===== config.mk =====
export PLATFORM = sky130hd
export DESIGN_NAME = apsp_cell
export DESIGN_NICKNAME = d
export VERILOG_FILES = /design/src/rtl/apsp_pkg.sv /design/src/rtl/apsp_cell.sv
export SDC_FILE = /design/constraint.sdc
export NUM_CORES = 1
export LEC_CHECK = 0
export BUFFER_PORTS_ARGS = -buffer_cell sky130_fd_sc_hd__buf_4
export CAP_MARGIN = 20
export CELL_PAD_IN_SITES_DETAIL_PLACEMENT = 1
export CELL_PAD_IN_SITES_GLOBAL_PLACEMENT = 2
export CORE_ASPECT_RATIO = 1.1
export CORE_MARGIN = 5
export CORE_UTILIZATION = 21
export CTS_CLUSTER_SIZE = 16
export DETAILED_ROUTE_END_ITERATION = 7
export PLACE_DENSITY_LB_ADDON = 0.1
export SYNTH_ARGS = -nofsm -noshare
export SYNTH_HDL_FRONTEND = slang
export SYNTH_SLANG_ARGS = --single-unit

===== constraint.sdc =====
create_clock -name i_clk -period 1.1 [get_ports i_clk]
set_input_delay 0.22 -clock i_clk [delete_from_list [all_inputs] [get_ports i_clk]]
set_output_delay 0.22 -clock i_clk [all_outputs]
set_load 0.02 [all_outputs]

===== src/rtl/apsp_pkg.sv =====
// ----------------------------------------------------------------------------
// apsp_pkg - shared types and constants of the all-pairs shortest path block
// Matrix size, distance width, word layouts and address helpers.
// ----------------------------------------------------------------------------
`default_nettype none

package apsp_pkg;

    localparam int MAX_VERTICES = 64;
    localparam int DIST_WIDTH   = 32;

    localparam int VW     = $clog2(MAX_VERTICES);
    localparam int NW     = $clog2(MAX_VERTICES + 1);
    localparam int ADDR_W = $clog2(MAX_VERTICES * MAX_VERTICES);

    localparam logic [1:0] OP_WRITE = 2'd0;
    localparam logic [1:0] OP_RUN   = 2'd1;
    localparam logic [1:0] OP_READ  = 2'd2;

    localparam logic KIND_READ = 1'b0;
    localparam logic KIND_DONE = 1'b1;

    typedef logic [DIST_WIDTH-1:0] t_dist;
    typedef logic [VW-1:0]         t_vidx;
    typedef logic [ADDR_W-1:0]     t_addr;

    typedef struct packed {
        logic [1:0]  operation;
        logic [5:0]  row_index;
        logic [5:0]  col_index;
        logic [31:0] weight;
    } t_in_word;

    typedef struct packed {
        logic        kind;
        logic [31:0] distance;
    } t_out_word;

    // chain control: shift every cell; tail takes load data instead of head
    typedef struct packed {
        logic shift;
        logic load;
    } t_chain_ctl;

    function automatic t_addr f_addr(t_vidx r, t_vidx c);
        logic [2*ADDR_W-1:0] p;
        p = (2*ADDR_W)'(r) * (2*ADDR_W)'(MAX_VERTICES) + (2*ADDR_W)'(c);
        return p[ADDR_W-1:0];
    endfunction

    function automatic t_dist f_w2d(logic [31:0] w);
        logic [DIST_WIDTH+31:0] t;
        t = {{DIST_WIDTH{1'b0}}, w};
        return t[DIST_WIDTH-1:0];
    endfunction

    function automatic logic [31:0] f_d2o(t_dist d);
        logic [DIST_WIDTH+31:0] t;
        t = {32'd0, d};
        return t[31:0];
    endfunction

endpackage

`default_nettype wire


===== src/rtl/apsp_cell.sv =====
// ----------------------------------------------------------------------------
// apsp_cell - one cell of the pivot row chain
// Holds one pivot row entry; shifts toward the head, tail wraps or loads.
// ----------------------------------------------------------------------------
`default_nettype none

module apsp_cell (
    input  wire logic                 i_clk,
    input  wire apsp_pkg::t_chain_ctl i_ctl,
    input  wire logic                 i_tail,
    input  wire apsp_pkg::t_dist      i_next,
    input  wire apsp_pkg::t_dist      i_head,
    input  wire apsp_pkg::t_dist      i_load,
    output apsp_pkg::t_dist           o_value
);
    import apsp_pkg::*;

    t_dist r_value;
    t_dist n_value;

    always_comb begin
        if (!i_tail) begin
            n_value = i_next;
        end else if (i_ctl.load) begin
            n_value = i_load;
        end else begin
            n_value = i_head;
        end
    end

    always_ff @(posedge i_clk) begin
        if (i_ctl.shift) begin
            r_value <= n_value;
        end
    end

    assign o_value = r_value;

endmodule

`default_nettype wire


[Word-level counts from Yosys, hierarchy flattened]
Index checks and enable logic that the tools add are counted.
Storage, ports and cells
  flip-flop bits (word level): 32
  bits in latches: 0
  RAM bits: 0
  memory bits (read-only): 0
  output and inout port bits: 32
  logic and storage cells: 3
  memories: 0
Operators by class
  $add $sub $neg: 0
  multipliers: 0
  div/mod/pow operators: 0
  order comparisons: 0
  equality and inequality tests: 0
  shifts and indexed selects: 0
  mux-type cells: 2
  bitwise logic cells: 0
  reductions and logical operators: 0
Operator list (number)
  two-way mux 32 bit: 2

[Depth between registers and ports, before layout]
  depth in word-level cells: 2
  depth in mapped cells: 4
  mapped depth without buffers: 2

[Worst setup path before layout]
OpenSTA, ideal clock, no wires.
  path kind: input to register
  start: in i_ctl[0] in the netlist's numbering
  end: reg r_value[0], in the netlist o_value[0], data pin
  setup time: 0.270 ns
  data arrival time: 0.710 ns
  data required time: 0.830 ns
  path slack: 0.119 ns
  stages: 4
  path buffers: 2
  path through: buf_6 buf_12 mux2i_1 a21oi_1
Between the ends
  word-level cells in the longest chain between the ends: 2
Ends and longest elaborated chain
  from (decl): line apsp_cell.sv:9  | input wire apsp_pkg::t_chain_ctl i_ctl,
  two-way mux 32 bit: line apsp_cell.sv:24  | end else if (i_ctl.load) begin
  two-way mux 32 bit: line apsp_cell.sv:22  | if (!i_tail) begin
  named net n_value[0]: line apsp_cell.sv:19  | t_dist n_value;
  to (signal assigned): line apsp_cell.sv:33  | r_value <= n_value;
  to (decl): line apsp_cell.sv:18  | t_dist r_value;
The timed path passes the listed nets, and every way through them passes these cells.
A chain may end at the register's enable or synchronous reset.

[Worst setup path in the final report]
  start: reg r_value[0], in the netlist o_value[0]
  end: out o_value[0]
RTL lines
  to (decl): line apsp_cell.sv:14  | output apsp_pkg::t_dist o_value
No word-level cell between the ends.

==> results.md <==
* N_diodes at 0
* Placement Cell Area at 2840 um^2
* Combinational power share at 27.7%
* Max FFs per register at 32
* CTS tree: built
* Multi-input gate area at 601 um^2
* Place WS at -0.0319 ns
* Netlist Area Pre-Place at around 1700 um^2
* Routed length per instance at 15.0 um
* Status: finished clean
* Setup Buffers After CTS at 0
* Reported max-cap violation count at 0
* Largest stage delay, worst path at ~0.38 ns
* Vias at approximately 1600
* Slowest-stage cell, CP: edfxtp_1
* Synth top cells by count: a21oi_1 (32), edfxtp_1 (32), mux2i_1 (32), nor2_1 (32)
* Distinct cells, synth at 9
* Synthesized area per cell at around 12 um^2
* Largest net degree at the start of global routing at 25
* Reg power frac at between 40% and 50%
* FMAX at between 0.9 and 1 GHz
* First-pass DRT Iterations at 4
* Final WS setup at around 0.045 ns
* Htree depth at 2
* Top FF cell, synth: edfxtp_1
* # nets final at approximately 380
* Clk slew on worst S/H paths at roughly 0.07 ns
* Die width at 94.9 um
* # IOs at around 130
* CTS sink count at 32
* Post-route ant nets at 0
* Clock power frac at around a quarter
* WP buf/inv at 1
* Top cells by area, synth: edfxtp_1 (58%), mux2i_1 (19%), a21oi_1 (9.6%)
* CP Max Fanout at 1
* IO buf count at approximately 130
* Worst EP arrival at 0.83 ns
* RD Place Congestion at ~0.66
* Leak at ~1.4 nW
* Chip height at between 100 and 150 um
* Vias in the first global route at 1769
* Post-CTS sizing at 0
* Internal power at roughly 2.4 mW
* Rel. slew slack at around nine tenths
* Clk buf depth at 2
* Finished Cell Area at around 2900 um^2
* Post-synthesis register bit count at 32
* Sw Share at 26.8%
* Final Hold Fails at 0
* Slew @ Worst Pin at roughly 0.15 ns
* Yosys warns at 0
* Crit Path Class: register to output port
* Synthesized instance count at 139
* Fillers at between 900 and 1000
* Drt total wl at 5.75 mm
* Core box area at just under 8000 um^2
* Hold_buf cts at 0
* Gr ovfl total at 0
* Area occupied by registers at slightly below 1000 um^2
* Die area at 9820 um^2
* Dpl hpwl at 4.63 mm
* Crit-path leading delay family: flip-flops
* CP Cell Sequence: buf_4
* Final setup vio count at 0
* Core Rows at 34
* Total Power at about 3.3 mW
* Initial antenna violation count at 0
* Number of DRC markers in iteration 0 at 27
* Tmin final at about 1.1 ns
* CTS root buf: clkbuf_8
* Pwr Density at 1130 nW/um^2
* Final routed DRC violation total at 0
* TritonCTS buffer count at 5
* Fin. max-slew vios at 0
* Post-synth EDFFs at 32
* Worst hold path class: primary input to register
* CP required at 0.88 ns
* Hold_ws at about 0.25 ns
* Synthesized Nets at between 200 and 250
* Startpoint types: register
* Seq/Total Area, Yosys at between 50% and 60%
* Top cell type by total area after synthesis: edfxtp_1
* Starting Density at 21.3%
* RSZ-0062 raised after global routing: no
* Non-filler cells, final at around 380
* First-pass GRT wire length at roughly 8.6 mm
* Vias per Instance at between 4 and 5
* CP Capture Type: output port
* Fin crit share at 95.9%
* Synth top area share at between 50 and 60%
* Layout cell share with drive strength beyond 1 at a little over half
* Switching pwr at 882 uW
* GRT Resource Usage Total at a little under an eighth
* DP Cell Count at 376
* Async SR Flop Fraction at 0%
* Area Overhead vs Synth at 74.7%
* VDD IR max at between 0.3 and 0.4 mV
## through the flow
| stage | TNS, ns | util, % |
|---|---|---|
| after floorplan | 0 | - |
| after global placement | -0.000465 | 36.2 |
| after detailed placement | -0.0556 | 36.2 |
| after CTS | 0 | 37.2 |
| after global routing | 0 | 37.2 |
| final | 0 | 37.2 |
## routing by layer
layer	up-vias	global-route usage, %	wire length, um
met2	71	22.3	3190
li1	777	-	-
met3	6	5.43	580
met1	735	11.0	1910
met5	-	0	0
met4	0	3.33	62
## power by group through the flow
stage / clock network [mW] / logic (mW) / registers, mW
after floorplan: 0 / 0.228 / 1.70
after global placement: 0 / 0.930 / 1.54
after detailed placement: 0 / 0.934 / 1.54
after CTS: 0.909 / 0.936 / 1.52
after global routing: 0.958 / 0.989 / 1.53
final: 0.863 / 0.913 / 1.51
## cell families after synthesis
logic type	after synthesis	share of synthesized area (%)
compound gates	32	9.61
buf+inv	11	6.31
flops	32	57.7
mux	32	19.2
simple gates	32	7.21
## final timing paths
kind / startpoint / end / cells past startpoint
max: o_value[0]$_DFFE_PP_ / o_value[0] / 1
min: i_next[1] / o_value[1]$_DFFE_PP_ / 3
## cells in the final DEF (no fill, tap or decap)
cell type	instances
a21oi_1	32
buf_12	7
buf_4	133
clkbuf_8	5
clkinv_1	2
edfxtp_1	32
mux2i_1	32
nor2_1	32
## area by class of cell
cell class / count / area share (%)
multi-input combinational: 96 / 20.6
sequential: 32 / 33.0
clock inverter: 2 / 0.258
tap: 108 / 4.64
timing repair buffer: 140 / 39.1
clock buffer: 5 / 2.36
(Power assumes the default switching activity.)
